==> src/hw/rtl/tecm_pkg.sv <==
// Package: types, character constants, remap table and helpers for the text escaper.
`default_nettype none
package tecm_pkg;

  localparam int unsigned BYTE_W  = 8;
  localparam int unsigned STEP_W  = 3;
  localparam int unsigned QDEPTH  = 4;
  localparam int unsigned QPTR_W  = 2;
  localparam int unsigned QCNT_W  = 3;

  localparam logic [BYTE_W-1:0] CH_BSLASH = 8'h5c;
  localparam logic [BYTE_W-1:0] CH_GT     = 8'h3e;
  localparam logic [BYTE_W-1:0] CH_BQUOTE = 8'h60;
  localparam logic [BYTE_W-1:0] CH_Q      = 8'h51;
  localparam logic [BYTE_W-1:0] CH_X      = 8'h78;
  localparam logic [BYTE_W-1:0] CH_SPACE  = 8'h20;

  typedef enum logic [1:0] {
    KIND_PLAIN,
    KIND_GT,
    KIND_BQUOTE,
    KIND_HIGH
  } kind_t;

  // One classified input byte: its kind and, for plain and high bytes, the code to emit.
  typedef struct packed {
    kind_t             kind;
    logic [BYTE_W-1:0] code;
  } desc_t;

  typedef struct packed {
    logic [BYTE_W-1:0] data;
    logic              last;
  } beat_t;

  // Target code for high bytes, indexed by byte - 128.
  localparam logic [BYTE_W-1:0] REMAP_TAB [0:127] = '{
    8'h80, 8'h81, 8'he2, 8'hc4, 8'he3, 8'hc9, 8'ha0, 8'he0,
    8'hf6, 8'he4, 8'hb3, 8'hdc, 8'hce, 8'h8d, 8'h8e, 8'h8f,
    8'h90, 8'hd4, 8'hd5, 8'hd2, 8'hd3, 8'ha5, 8'hd0, 8'hd1,
    8'hf7, 8'haa, 8'hf0, 8'hdd, 8'hcf, 8'h9d, 8'h9e, 8'hd9,
    8'ha0, 8'hc1, 8'ha2, 8'ha3, 8'hdb, 8'hb4, 8'had, 8'ha4,
    8'hac, 8'ha9, 8'hbb, 8'hc7, 8'hc2, 8'h2d, 8'ha8, 8'hf8,
    8'hfb, 8'hb1, 8'hb7, 8'hb8, 8'hab, 8'hb5, 8'ha6, 8'he1,
    8'hfc, 8'hb6, 8'hbc, 8'hc8, 8'hb9, 8'hba, 8'hbd, 8'hc0,
    8'hcb, 8'he7, 8'he5, 8'hcc, 8'h80, 8'h81, 8'hae, 8'h82,
    8'he9, 8'h83, 8'he6, 8'he8, 8'hed, 8'hea, 8'heb, 8'hec,
    8'hc3, 8'h84, 8'hf1, 8'hee, 8'hef, 8'hcd, 8'h85, 8'hb0,
    8'haf, 8'hf4, 8'hf2, 8'hf3, 8'h86, 8'hc5, 8'hd7, 8'ha7,
    8'h88, 8'h87, 8'h89, 8'h8b, 8'h8a, 8'h8c, 8'hbe, 8'h8d,
    8'h8f, 8'h8e, 8'h90, 8'h91, 8'h92, 8'h93, 8'h94, 8'h95,
    8'hb2, 8'h96, 8'h98, 8'h97, 8'h99, 8'h9b, 8'h9a, 8'hd6,
    8'hbf, 8'h9d, 8'h9c, 8'h9e, 8'h9f, 8'hc6, 8'hca, 8'hd8
  };

  function automatic logic [BYTE_W-1:0] hex_char(input logic [3:0] v);
    logic [BYTE_W-1:0] r;
    if (v < 4'd10) r = 8'h30 + {4'h0, v};
    else           r = 8'h57 + {4'h0, v};
    return r;
  endfunction

  // Produce beat number step of the escaped run for descriptor d.
  function automatic beat_t emit_beat(input desc_t d, input logic [STEP_W-1:0] step);
    beat_t b;
    b.data = CH_BSLASH;
    b.last = 1'b0;
    case (d.kind)
      KIND_PLAIN: begin
        b.data = d.code;
        b.last = 1'b1;
      end
      KIND_GT: begin
        if (step != '0) begin
          b.data = CH_GT;
          b.last = 1'b1;
        end
      end
      KIND_BQUOTE: begin
        if (step != '0) begin
          b.data = CH_Q;
          b.last = 1'b1;
        end
      end
      KIND_HIGH: begin
        case (step)
          3'd0:    b.data = CH_BSLASH;
          3'd1:    b.data = CH_X;
          3'd2:    b.data = hex_char(d.code[7:4]);
          3'd3:    b.data = hex_char(d.code[3:0]);
          default: begin
            b.data = CH_SPACE;
            b.last = 1'b1;
          end
        endcase
      end
      default: begin
        b.data = d.code;
        b.last = 1'b1;
      end
    endcase
    return b;
  endfunction

endpackage
`default_nettype wire

==> src/hw/rtl/text_escape_charset_mapper.sv <==
// Top level of the text escaper with high-byte charset remap.
//
// Input channel: in_valid / in_stall / in_byte, one raw text byte per beat.
// Output channel: out_valid / out_stall / out_byte / run_end; each input
// beat yields a run of one to five output beats, run_end set on the last.
// '>' and a backquote become two beats, bytes 128..255 become five beats
// (backslash, 'x', two lowercase hex digits of the remapped code, space),
// every other byte passes as one beat.
// An input beat passes through the front register, a queue slot and the
// output register before it is presented on out_byte.
// The back-stage sequencer emits one output beat per cycle unless out_stall
// holds it, so an input beat takes one, two or five output beats.
// A four-entry descriptor queue decouples the front from the back, so
// input beats keep flowing while a long run is emitted or out_stall is high.
// When out_stall is high the output register holds its beat; once the
// queue and front register fill, in_stall rises.
// Reset (rst, synchronous) empties the front register, queue and output
// register; the block carries no state across items.
`default_nettype none
module text_escape_charset_mapper
  import tecm_pkg::*;
(
  input  wire logic              clk,
  input  wire logic              rst,
  input  wire logic              in_valid,
  output logic                   in_stall,
  input  wire logic [BYTE_W-1:0] in_byte,
  output logic                   out_valid,
  input  wire logic              out_stall,
  output logic [BYTE_W-1:0]      out_byte,
  output logic                   run_end
);

  logic  push_valid;
  logic  push_ready;
  desc_t push_desc;
  logic  head_valid;
  desc_t head_desc;
  logic  pop;

  tecm_front u_front (
    .clk        (clk),
    .rst        (rst),
    .in_valid   (in_valid),
    .in_stall   (in_stall),
    .in_byte    (in_byte),
    .push_valid (push_valid),
    .push_ready (push_ready),
    .push_desc  (push_desc)
  );

  tecm_queue u_queue (
    .clk        (clk),
    .rst        (rst),
    .push_valid (push_valid),
    .push_ready (push_ready),
    .push_desc  (push_desc),
    .head_valid (head_valid),
    .head_desc  (head_desc),
    .pop        (pop)
  );

  tecm_back u_back (
    .clk        (clk),
    .rst        (rst),
    .head_valid (head_valid),
    .head_desc  (head_desc),
    .pop        (pop),
    .out_valid  (out_valid),
    .out_stall  (out_stall),
    .out_byte   (out_byte),
    .run_end    (run_end)
  );

endmodule
`default_nettype wire

==> src/hw/rtl/tecm_front.sv <==
// Front stage: accept input beats, classify and remap them into descriptors.
`default_nettype none
module tecm_front
  import tecm_pkg::*;
(
  input  wire logic              clk,
  input  wire logic              rst,
  input  wire logic              in_valid,
  output logic                   in_stall,
  input  wire logic [BYTE_W-1:0] in_byte,
  output logic                   push_valid,
  input  wire logic              push_ready,
  output desc_t                  push_desc
);

  logic  front_valid;
  desc_t front_desc;
  desc_t desc_next;
  logic  load;

  assign in_stall   = front_valid & ~push_ready;
  assign load       = in_valid & ~in_stall;
  assign push_valid = front_valid;
  assign push_desc  = front_desc;

  always_comb begin
    desc_next.kind = KIND_PLAIN;
    desc_next.code = in_byte;
    if (in_byte == CH_GT) begin
      desc_next.kind = KIND_GT;
    end else if (in_byte == CH_BQUOTE) begin
      desc_next.kind = KIND_BQUOTE;
    end else if (in_byte[7]) begin
      desc_next.kind = KIND_HIGH;
      desc_next.code = REMAP_TAB[in_byte[6:0]];
    end
  end

  always_ff @(posedge clk) begin
    if (rst) begin
      front_valid <= 1'b0;
    end else if (load) begin
      front_valid <= 1'b1;
    end else if (push_ready) begin
      front_valid <= 1'b0;
    end
    if (load) begin
      front_desc <= desc_next;
    end
  end

endmodule
`default_nettype wire

==> src/hw/rtl/tecm_queue.sv <==
// Short descriptor queue between the front and back stages.
`default_nettype none
module tecm_queue
  import tecm_pkg::*;
(
  input  wire logic  clk,
  input  wire logic  rst,
  input  wire logic  push_valid,
  output logic       push_ready,
  input  wire desc_t push_desc,
  output logic       head_valid,
  output desc_t      head_desc,
  input  wire logic  pop
);

  desc_t             slots [0:QDEPTH-1];
  logic [QPTR_W-1:0] wr_ptr;
  logic [QPTR_W-1:0] rd_ptr;
  logic [QCNT_W-1:0] count;
  logic              do_push;
  logic              do_pop;

  assign push_ready = (count != QCNT_W'(QDEPTH));
  assign head_valid = (count != '0);
  assign head_desc  = slots[rd_ptr];
  assign do_push    = push_valid & push_ready;
  assign do_pop     = pop & head_valid;

  always_ff @(posedge clk) begin
    if (rst) begin
      wr_ptr <= '0;
      rd_ptr <= '0;
      count  <= '0;
    end else begin
      if (do_push) wr_ptr <= wr_ptr + 1'b1;
      if (do_pop)  rd_ptr <= rd_ptr + 1'b1;
      if (do_push && !do_pop) begin
        count <= count + 1'b1;
      end else if (do_pop && !do_push) begin
        count <= count - 1'b1;
      end
    end
    if (do_push) begin
      slots[wr_ptr] <= push_desc;
    end
  end

endmodule
`default_nettype wire

==> src/hw/rtl/tecm_back.sv <==
// Back stage: emit each descriptor's escaped run, one beat per cycle when not stalled.
`default_nettype none
module tecm_back
  import tecm_pkg::*;
(
  input  wire logic              clk,
  input  wire logic              rst,
  input  wire logic              head_valid,
  input  wire desc_t             head_desc,
  output logic                   pop,
  output logic                   out_valid,
  input  wire logic              out_stall,
  output logic [BYTE_W-1:0]      out_byte,
  output logic                   run_end
);

  logic [STEP_W-1:0] step;
  beat_t             beat;
  logic              advance;

  assign beat    = emit_beat(head_desc, step);
  assign advance = head_valid & (~out_valid | ~out_stall);
  assign pop     = advance & beat.last;

  always_ff @(posedge clk) begin
    if (rst) begin
      out_valid <= 1'b0;
      step      <= '0;
    end else begin
      if (advance) begin
        out_valid <= 1'b1;
        step      <= beat.last ? '0 : step + 1'b1;
      end else if (!out_stall) begin
        out_valid <= 1'b0;
      end
    end
    if (advance) begin
      out_byte <= beat.data;
      run_end  <= beat.last;
    end
  end

endmodule
`default_nettype wire

==> config.mk <==
export PLATFORM = sky130hd
export DESIGN_NAME = text_escape_charset_mapper
export DESIGN_NICKNAME = d
export VERILOG_FILES = /design/src/hw/rtl/tecm_pkg.sv /design/src/hw/rtl/text_escape_charset_mapper.sv /design/src/hw/rtl/tecm_front.sv /design/src/hw/rtl/tecm_queue.sv /design/src/hw/rtl/tecm_back.sv
export SDC_FILE = /design/constraint.sdc
export NUM_CORES = 1
export LEC_CHECK = 0
export BUFFER_PORTS_ARGS = -buffer_cell sky130_fd_sc_hd__buf_2
export CORE_MARGIN = 3
export CORE_UTILIZATION = 48
export DETAILED_ROUTE_END_ITERATION = 16
export GPL_TIMING_DRIVEN = 0
export MAX_ROUTING_LAYER = met4
export PLACE_DENSITY = 0.77
export SLEW_MARGIN = 40
export SYNTH_ARGS = -nofsm -noshare
export SYNTH_HDL_FRONTEND = slang
export SYNTH_SLANG_ARGS = --single-unit
==> constraint.sdc <==
create_clock -name clk -period 2.8 [get_ports clk]
set_clock_uncertainty 0.15 [all_clocks]
set_input_delay 0.56 -clock clk [delete_from_list [all_inputs] [get_ports clk]]
set_output_delay 0.56 -clock clk [all_outputs]
set_load 0.005 [all_outputs]
==> Implementation_results.wiki <==
{| class="wikitable"
! Metric !! Value
|-
| Outcome || finished, violations left
|-
| Failing checks || negative setup slack
|-
| Cell type group with the largest total delay on the critical path || compound AO/OA/AOI/OAI gates
|-
| Count of input and output buffers || 20
|-
| Maximum number of pins on one net before global-route repair || 15
|-
| Leak || 1.96 nW
|-
| Count of flip-flops with a built-in enable after synthesis || 59
|-
| Ordered cell list for the critical path || mux4_2, a221o_1, nand2_2, ha_4, inv_1, fa_2, xor2_1, or3_1, a21oi_1
|-
| Final routed wirelength across all metal layers || 13300 µm
|-
| Reported max-cap violation count || 0
|-
| Layout overhead on the synthesized area || 13.1%
|-
| Sequential-to-total area share from yosys stat || 43.5%
|-
| Areal power density over the cells || 760 nW/µm²
|-
| Grt total ovfl || 0
|-
| Share of synthesized flip-flops with an asynchronous set or reset || 0%
|-
| Synthesized area || 4720 µm²
|-
| Buffer depth of the longest clock path || 2
|-
| Remaining antenna violation count after routing || 0
|-
| Data arrival, critical path || 2.99 ns
|-
| Post-detail-place hpwl || 9250 µm
|-
| FP Rows || 35
|-
| Die height || 105 µm
|-
| Quantity of hold-fixing buffers added after cts || 0
|-
| Transition time of the tightest slew-check pin || 0.641 ns
|-
| Clock slew at reported path FFs || 0.09 ns
|-
| Routed vias || 4207
|-
| Cell taking the most area after synthesis || edfxtp_1
|-
| Worst hold-check slack || 0.263 ns
|-
| Share of the clock period used by the worst path after layout || 102%
|-
| Via density per instance || 6.48
|-
| Nets in the synthesized netlist || 516
|-
| Post-synth top flop || edfxtp_1
|-
| CTS tree || built
|-
| Antenna violations before repair || 0
|-
| VDD IR-drop max || 0.000362 V
|-
| Routed wire length per instance || 20.5 µm
|-
| Final setup violation count || 1
|-
| Synthesis warning total || 0
|-
| Worst Path Max Fanout || 4
|-
| Setup CP Type || flip-flop to flip-flop
|-
| Share of Yosys cell area claimed by the top area cell type || 37.5%
|-
| Min Clock Period, post-route || 2.85 ns
|-
| Worst-case headroom to the max-slew limit || 57.2%
|-
| Sinks on the clock net || 73
|-
| Iter 0 DRT Violations || 508
|-
| Required time reported for the critical path endpoint || 2.94 ns
|-
| Starting Density || 50.2%
|-
| Highest attainable clock frequency || 0.351 GHz
|-
| Number of top-level pins || 23
|-
| Slowest cell on crit path || mux4_2
|-
| First-pass GRT wire length || 20700 µm
|-
| RSZ-0062 raised after global routing || true
|-
| Top cell types by occurrence after synthesis || edfxtp_1 (59), nor2_1 (52), nand2_1 (38), a21oi_1 (34), ha_1 (25)
|-
| Synthesized area per cell || 9.88 µm²
|-
| Number of distinct library cells after synthesis || 66
|-
| Number of iterations in the first detailed-routing pass || 6
|-
| Number of synthesized register bits || 73
|-
| Antenna diode count || 0
|-
| Buffers and inverters on the worst path || 1
|-
| TritonCTS buffer count || 9
|-
| Net count reported at finish || 553
|-
| RePlAce Congestion || 0.998
|-
| Via count of the first global-routing pass || 3869
|-
| Core region area || 9420 µm²
|-
| Root buffer cell || clkbuf_8
|-
| Global Route Usage Sum || 24.7%
|-
| Number of inserted filler cells in the final layout || 824
|-
| DIE WIDTH || 105 µm
|-
| Remaining design rule violation count || 0
|-
| Total die area || 11100 µm²
|-
| Final setup margin || -0.0483 ns
|-
| Crit path capture type || flip-flop
|-
| Final instance area || 5340 µm²
|-
| Library cell with the highest instance count after synthesis || edfxtp_1
|-
| Leading cell types by total area after synthesis || edfxtp_1 (38%), ha_1 (6.6%), dfxtp_1 (5.9%), mux4_2 (4.3%), nor2_1 (4.1%)
|-
| Clock insertion delay at the later pin of the skew report || 0.35 ns
|-
| Max-slew violation count || 0
|-
| H-tree Lvls || 3
|-
| Pre-CTS setup slack || -0.659 ns
|-
| Kind of start point of the critical path || flip-flop
|-
| Fin Setup TNS || -0.0483 ns
|-
| Hold crit path type || input port to flip-flop
|-
| Total design power || 4.06 mW
|-
| Highest cell delay on the worst timing path || 0.55 ns
|-
| Placed Area || 5000 µm²
|-
| Fraction of layout instances using a drive strength above 1 || 19.0%
|-
| Endpoints failing hold || 0
|-
| Synthesized instance count || 478
|}
[kinds of logic (layout without fill, tap and decap cells)]
logic type,count (synthesis),in the layout,synth area share (%)
simple gates,159,159,15.9
fa+ha+maj,26,26,7.05
buf+inv,55,97,4.88
xor+xnor,7,7,1.46
compound gates,137,137,19.6
mux,21,21,7.68
flops,73,73,43.5
[worst paths after layout]
kind / from / to / slack, ns / cells past startpoint
worst min-delay path: rst / u_back.step[1] / 0.26 / 2
worst max-delay path: u_queue.slots[3][8] / u_queue.count[2] / -0.05 / 9
worst min register to register: u_back.out_valid / u_back.out_valid / 0.32 / 2
worst max register to register: u_queue.slots[3][8] / u_queue.count[2] / -0.05 / 9
[metrics by stage]
stage,instances,utilization (%)
after floorplan,478,-
after global placement,627,53.1
after detailed placement,627,53.1
after CTS,647,56.1
after global routing,649,56.7
final,649,56.7
[area by class of cell]
type,count,area [µm²],area share (%)
Buffer,33,160,3.00
Tap cell,129,161,3.02
Timing Repair Buffer,28,160,3.00
Multi-Input combinational cell,350,2490,46.6
Clock buffer,9,124,2.32
Inverter,20,82.6,1.55
Sequential cell,73,2060,38.6
Clock inverter,7,101,1.90
[sequential cells by signal (all words and copies together), names as in the netlist, named ones only]
signal	cells
u_queue.slots	40
u_queue.count	3
u_back.out_valid	1
u_queue.rd_ptr	2
u_back.out_byte	8
u_queue.wr_ptr	2
u_back.step	3
u_front.push_desc	10
u_front.push_valid	1
u_back.run_end	1
[worst reg2reg max path, delay by kind of cell, from the launching register on]
| family | cells | cell delay (ns) |
|---|---|---|
| AO/OA/AOI/OAI | 2 | 0.56 |
| buffers and inverters | 1 | 0.05 |
| adder cells (fa/ha/maj) | 2 | 0.48 |
| AND/OR/NAND/NOR | 2 | 0.45 |
| flip-flops | 1 | 0.38 |
| XOR/XNOR | 1 | 0.17 |
| multiplexers | 1 | 0.55 |
[routing by layer]
layer  vias up  track usage [%]  share of wire (%)
met2       306             37.8                 47
met1      1976             30.6                 39
met5         -                -                  0
met3        59             6.92                 11
met4         0             10.5                3.7
li1       1866                -                  -
[placed cells by master, fill, tap and decap left out, types with 5 or more instances in the layout]
cell type  count
a211oi_1      11
a21oi_1       33
a31oi_1        9
and2_1         5
buf_2         32
buf_4          8
clkbuf_1      15
clkbuf_8       9
dfxtp_1       11
edfxtp_1      59
ha_1          21
inv_1         14
mux2i_1        7
mux4_2        10
nand2_1       38
nand2b_1       9
nand3_1        5
nor2_1        52
nor2b_1        9
nor3_1        21
o211ai_1       8
o21ai_0       19
o21ai_1        5
[power breakdown]
part	switching, mW	internal (mW)
Clock	0.418	0.509
Combinational	0.929	0.693
Sequential	0.0942	1.42
Total	1.44	2.62
[timing repair]
item | in CTS | in global routing
endpoints found under the setup margin | 7 | 6
gates resized for setup | 9 | 16
buffers inserted | 5 | 3
pin swaps | 2 | 1
hold endpoints to repair | 0 | 0
Note: power is estimated with default switching activity, not from simulation.
